### src/rtl/core/lav_pkg.sv
// ----------------------------------------------------------------------------
// lav_pkg: shared types and constants of the look-at view matrix unit
// Field widths, fixed-point format, job record and back-end sequencer states.
// ----------------------------------------------------------------------------
package lav_pkg;

    // Fraction bits of unit vectors
    localparam int FRAC = 14;
    // Widths of unit, position and cross-product values
    localparam int UW   = 16;
    localparam int PW   = 32;
    localparam int CW   = 2 * UW + 1;
    localparam int DOTW = 2 * UW + 2;
    localparam int LW   = 15;
    localparam int LIMW = LW + FRAC;
    // Magnitude of a cross component, its square sum and its root
    localparam int MW   = CW - 1;
    localparam int SW   = 2 * MW;
    localparam int NW   = MW;
    // Divider: quotient bits and remainder width
    localparam int QB   = FRAC + 2;
    localparam int REMW = NW + QB;
    // Translation accumulator
    localparam int TW   = UW + PW + 2;
    localparam int CNTW = 5;

    localparam logic [LW-1:0] LIMIT_RESET = LW'(16220);

    // One classified request waiting for the back end
    typedef struct packed {
        logic [2:0][UW-1:0] v;
        logic [2:0][PW-1:0] p;
        logic [2:0][CW-1:0] c;
    } job_t;

    typedef enum logic [2:0] {
        B_IDLE,
        B_SQ,
        B_SQRT,
        B_DVLD,
        B_DIV,
        B_UP,
        B_ROW
    } back_state_t;

endpackage

### src/rtl/core/lav_queue.sv
// ----------------------------------------------------------------------------
// lav_queue: two-entry job queue
// Decouples the classifier from the basis sequencer.
// ----------------------------------------------------------------------------
module lav_queue (
    input  logic          clk,
    input  logic          rst_n,
    input  logic          push,
    input  lav_pkg::job_t push_data,
    output logic          full,
    input  logic          pop,
    output logic          valid,
    output lav_pkg::job_t pop_data
);

    lav_pkg::job_t entry_reg [2];
    logic          wr_ptr_reg, wr_ptr_next;
    logic          rd_ptr_reg, rd_ptr_next;
    logic [1:0]    count_reg, count_next;

    assign full     = (count_reg == 2'd2);
    assign valid    = (count_reg != 2'd0);
    assign pop_data = entry_reg[rd_ptr_reg];

    // Advance pointers and occupancy
    always_comb
    begin
        wr_ptr_next = push ? ~wr_ptr_reg : wr_ptr_reg;
        rd_ptr_next = pop ? ~rd_ptr_reg : rd_ptr_reg;
        count_next  = count_reg + 2'(push) - 2'(pop);
    end

    always_ff @(posedge clk or negedge rst_n)
    begin
        if (!rst_n)
        begin
            wr_ptr_reg <= 1'b0;
            rd_ptr_reg <= 1'b0;
            count_reg  <= 2'd0;
        end
        else
        begin
            wr_ptr_reg <= wr_ptr_next;
            rd_ptr_reg <= rd_ptr_next;
            count_reg  <= count_next;
        end
    end

    // Store a pushed job
    always_ff @(posedge clk)
    begin
        if (push)
        begin
            entry_reg[wr_ptr_reg] <= push_data;
        end
    end

endmodule

### config.mk
export PLATFORM = sky130hd
export DESIGN_NAME = lav_queue
export DESIGN_NICKNAME = d
export VERILOG_FILES = /design/src/rtl/core/lav_pkg.sv /design/src/rtl/core/lav_queue.sv
export SDC_FILE = /design/constraint.sdc
export NUM_CORES = 1
export LEC_CHECK = 0
export BUFFER_PORTS_ARGS = -buffer_cell sky130_fd_sc_hd__buf_2
export CAP_MARGIN = 10
export CORE_MARGIN = 2
export CORE_UTILIZATION = 32
export DETAILED_ROUTE_END_ITERATION = 7
export GPL_TIMING_DRIVEN = 0
export PLACE_DENSITY = 0.61
export SLEW_MARGIN = 20
export SYNTH_ARGS = -nofsm -noshare
export SYNTH_HDL_FRONTEND = slang
export SYNTH_SLANG_ARGS = --single-unit
### constraint.sdc
create_clock -name clk -period 23 [get_ports clk]
set_input_delay 4.6 -clock clk [delete_from_list [all_inputs] [get_ports clk]]
set_output_delay 4.6 -clock clk [all_outputs]
set_load 0.005 [all_outputs]
Yosys cells after proc, flatten, opt, wreduce, memory -nomap -nowiden
Memories as Yosys holds them, arrays and structs flattened.
Index checks and enable logic that the tools add are counted.
{"block": "totals", "out_inout_bits": 245, "elab_cells": 12, "ram_bits": 486, "n_memories": 1, "register_bits": 4, "inputBits": 247, "latchBits": 0, "rom_bits": 0}
{"block": "classes", "n_lt_le_gt_ge": 0, "div_mod_pow": 0, "n_mux": 2, "n_mul": 0, "shift": 0, "reduce_logical": 1, "eq_ne": 1, "n_addsub": 2, "bitwise_logic": 2}
{"memory": "entry_reg", "depth": 2, "width": 243, "read_ports": 1, "rd_ports_with_merged_regs": 0, "wr": 1, "line": "lav_queue.sv:16", "rtl": "lav_pkg::job_t entry_reg [2];"}
{"cell": "$add A2 B1 Y2", "n": 1}
{"cell": "$eq A2 B2 Y1 const B", "n": 1}
{"cell": "$mux W1", "n": 2}
{"cell": "$not A1 Y1", "n": 2}
{"cell": "$reduce_bool A2 Y1", "n": 1}
{"cell": "$sub A2 B1 Y2", "n": 1}

Longest topological paths before layout
{"block": "depth", "depth_word": 2, "depth_mapped": 5, "depth_no_buf": 5}

Worst setup path before layout
No wires, ideal clock.
{"block": "synth_timing", "kind": "input-to-reg", "start": "input push", "end": "memory entry_reg[0][0] in the netlist's numbering (enable)", "setup_slack_ns": 7.060, "cell_stages": 1, "required_time_ns": 22.120, "setup_time_ns": 0.880, "t_arrival_ns": 15.060, "path_buffers": 0, "path_cell_list": "nor2b_1"}
{"block": "synth_via", "elab_chain_len": 2}
{"item": "from (decl)", "line": "lav_queue.sv:8", "rtl": "input logic push,"}
{"item": "$mux W1", "line": "lav_queue.sv:52", "rtl": "if (push)"}
{"item": "$mux W1 (implied by the code)", "line": "lav_queue.sv:54", "rtl": "entry_reg[wr_ptr_reg] <= push_data;"}
{"item": "to (decl)", "line": "lav_queue.sv:16"}
Every way passes these cells.

==> flow_summary.ini <==
[outcome]
status = finished clean

[placement]
dp_slack_ns = 16.28
port_buffers = 491
hpwlAfterDp_mm = 29.1
routabilityCongestion = 0.747

[detailed_routing]
ant_nets = 0
drcViolationCount = 0
vias_per_cell = 4.32
drtIter0Drc = 347
routed-via-count = 9213
dr.pass1.iters = 4
drt-total-wl_mm = 40.4
routedWlPerCell_um = 18.9

[global_route]
grt_max_degree = 51
grt_pass1_vias = 9819
antenna_found_initial = 12
grt_pass1_wl_mm = 59.7
grt_overflow_total = 0
grt_use_total = 0.132

[critical_path]
critPathArrivalTime_ns = 2.03
crit_chain = buf_6, buf_2, mux2_2, buf_2
cp_slowest_cell = mux2_2
crit_buf_inv = 3
endpoint_kind = primary output
critical_path_class = flip-flop to primary output
path_delay_family = buffers and inverters
crit_required_ns = 18.40
slowest_delay_ns = 0.47
start_kind = flip-flop
crit_path_max_fanout = 10
cp_common_cell = buf_2

[power_and_ir_drop]
p_leak_uw = 0.00935
power_density_mw_per_mm2 = 122
vdd_ir_drop_max_mv = 0.0674
p_total_uw = 2900

[final_layout]
fill_cells = 5141
final_common_cell = buf_2
layout_common_cells = 499 x buf_2, 486 x edfxtp_1, 160 x mux2_4
multi_input_area_mm2 = 0.00344
largest_register_ffs = 486
regArea_mm2 = 0.0147
fin_util = 0.421
layout.nets = 1580
syn2layout_area_growth_pct = 29.5
drive_above_1_share = 0.623

[clock_tree]
numClockSinks = 490
cts_buffers = 51
clock_path_buffers = 3
cts_tree = built
clock_latency_ns = 0.57
cts_resized = 0
clkTransAtPathRegs_ns = 0.06
root_buffer = clkbuf_16
hold_buffers = 0
cts_setup_buffers = 0
htreeDepth = 2

[yosys]
syn_avg_cell_area_um2 = 23.8
synth_cells = 771
synth-seq-cells = 490
yosys.area.top_type = edfxtp_1
synth_cell_types = 13
ys_warn_count = 0
yosys.area.top_type_share = 0.794
synthTopCellsByArea = edfxtp_1 79%, mux2_4 13%, mux2_2 5.1%
synthesis.nets = 1020
syn_area_mm2 = 0.0184
yosysSeqAreaShare = 0.799

[floorplanning]
initial_core_util = 0.325
coreArea_mm2 = 0.0566
die_width_um = 244
num_rows = 87
dieHeight_um = 244
die-area_mm2 = 0.0594
io_pins = 492

[job]
maxCapViolCount = 0

[sta]
worst_slack_ns = 16.37
setup_viol = 0
drv_slew = 0
hold_viol = 0
max_slew_margin = 0.631
timing.final.crit_share = 0.288
tns_ns = 0
fmax_mhz = 151
period_minus_slack_ns = 6.63
rsz0062_at_grt = no
worstMarginPinSlew_ns = 0.553
finClkSkew_ns = 0.0123

[min_path]
holdCritPathClass = flip-flop to flip-flop
==> through the flow <==
step | hold slack, ns | std cells | cell area (um^2)
3_5_place_dp | 0.540 | 2034 | 22200
5_1_grt | 0.595 | 2130 | 23800
4_1_cts | 0.555 | 2126 | 23800
6_report | 0.555 | 2132 | 23800
2_1_floorplan | 0.455 | 771 | 18400
3_3_place_gp | 0.469 | 2018 | 21800
==> worst paths after layout <==
kind,from,to,slack [ns],cells after the start
max in group asynchronous,rst_n,count_reg[1],19.06,1
worst max register to register,wr_ptr_reg,entry_reg[0][110],20.66,6
worst max-delay path,rd_ptr_reg,pop_data[42],16.37,4
min in group asynchronous,rst_n,rd_ptr_reg,3.82,1
worst min register to register,wr_ptr_reg,wr_ptr_reg,0.55,1
worst min-delay path,wr_ptr_reg,wr_ptr_reg,0.55,1
==> synthesized netlist by cell type (all sizes together) <==
library cell	instances
inv	2
and2	1
or2	1
buf	27
edfxtp	486
nor2b	2
xor2	2
dfrtp	4
ha	2
mux2	243
xor3	1
==> power by group <==
part | internal, uW | switching [uW]
combinational | 474 | 419
clock | 461 | 329
sequential | 1180 | 36.4
==> final cells by class <==
cell class | count | share of cell area
sequential | 490 | 0.617
clock buffer | 68 | 0.0589
buffer | 27 | 0.0107
tap | 756 | 0.0397
timing repair buffer | 507 | 0.120
inverter | 2 | 0.000315
antenna | 6 | 0.000631
clock inverter | 24 | 0.00841
multi-input combinational | 252 | 0.144
==> worst register-to-register path: cells and delay by family, from the launching register on <==
kind                   cells  cell delay (ns)
and+or+nand+nor            1             0.48
DFF                        1             0.43
buffers and inverters      5             1.12
==> cell families (layout without fill, tap and decap cells) <==
| kind of cell | Yosys count | count (layout) | share of synthesized area |
|---|---|---|---|
| xor gates and xnor gates | 3 | 3 | 0.00225 |
| buffers and inverters | 29 | 628 | 0.0142 |
| adders and majority gates | 2 | 2 | 0.00136 |
| muxes | 243 | 243 | 0.182 |
| DFF | 490 | 490 | 0.799 |
| other | 0 | 6 | 0 |
| and+or+nand+nor | 4 | 4 | 0.00136 |
==> per-layer routing <==
layer | global-route usage | vias up | part of all wire
met3 | 0.0462 | 69 | 0.078
met1 | 0.151 | 4597 | 0.38
li1 | - | 4224 | -
met4 | 0.0468 | 8 | 0.025
met2 | 0.230 | 315 | 0.52
met5 | 0 | - | 0.0012
(Power assumes the default switching activity.)
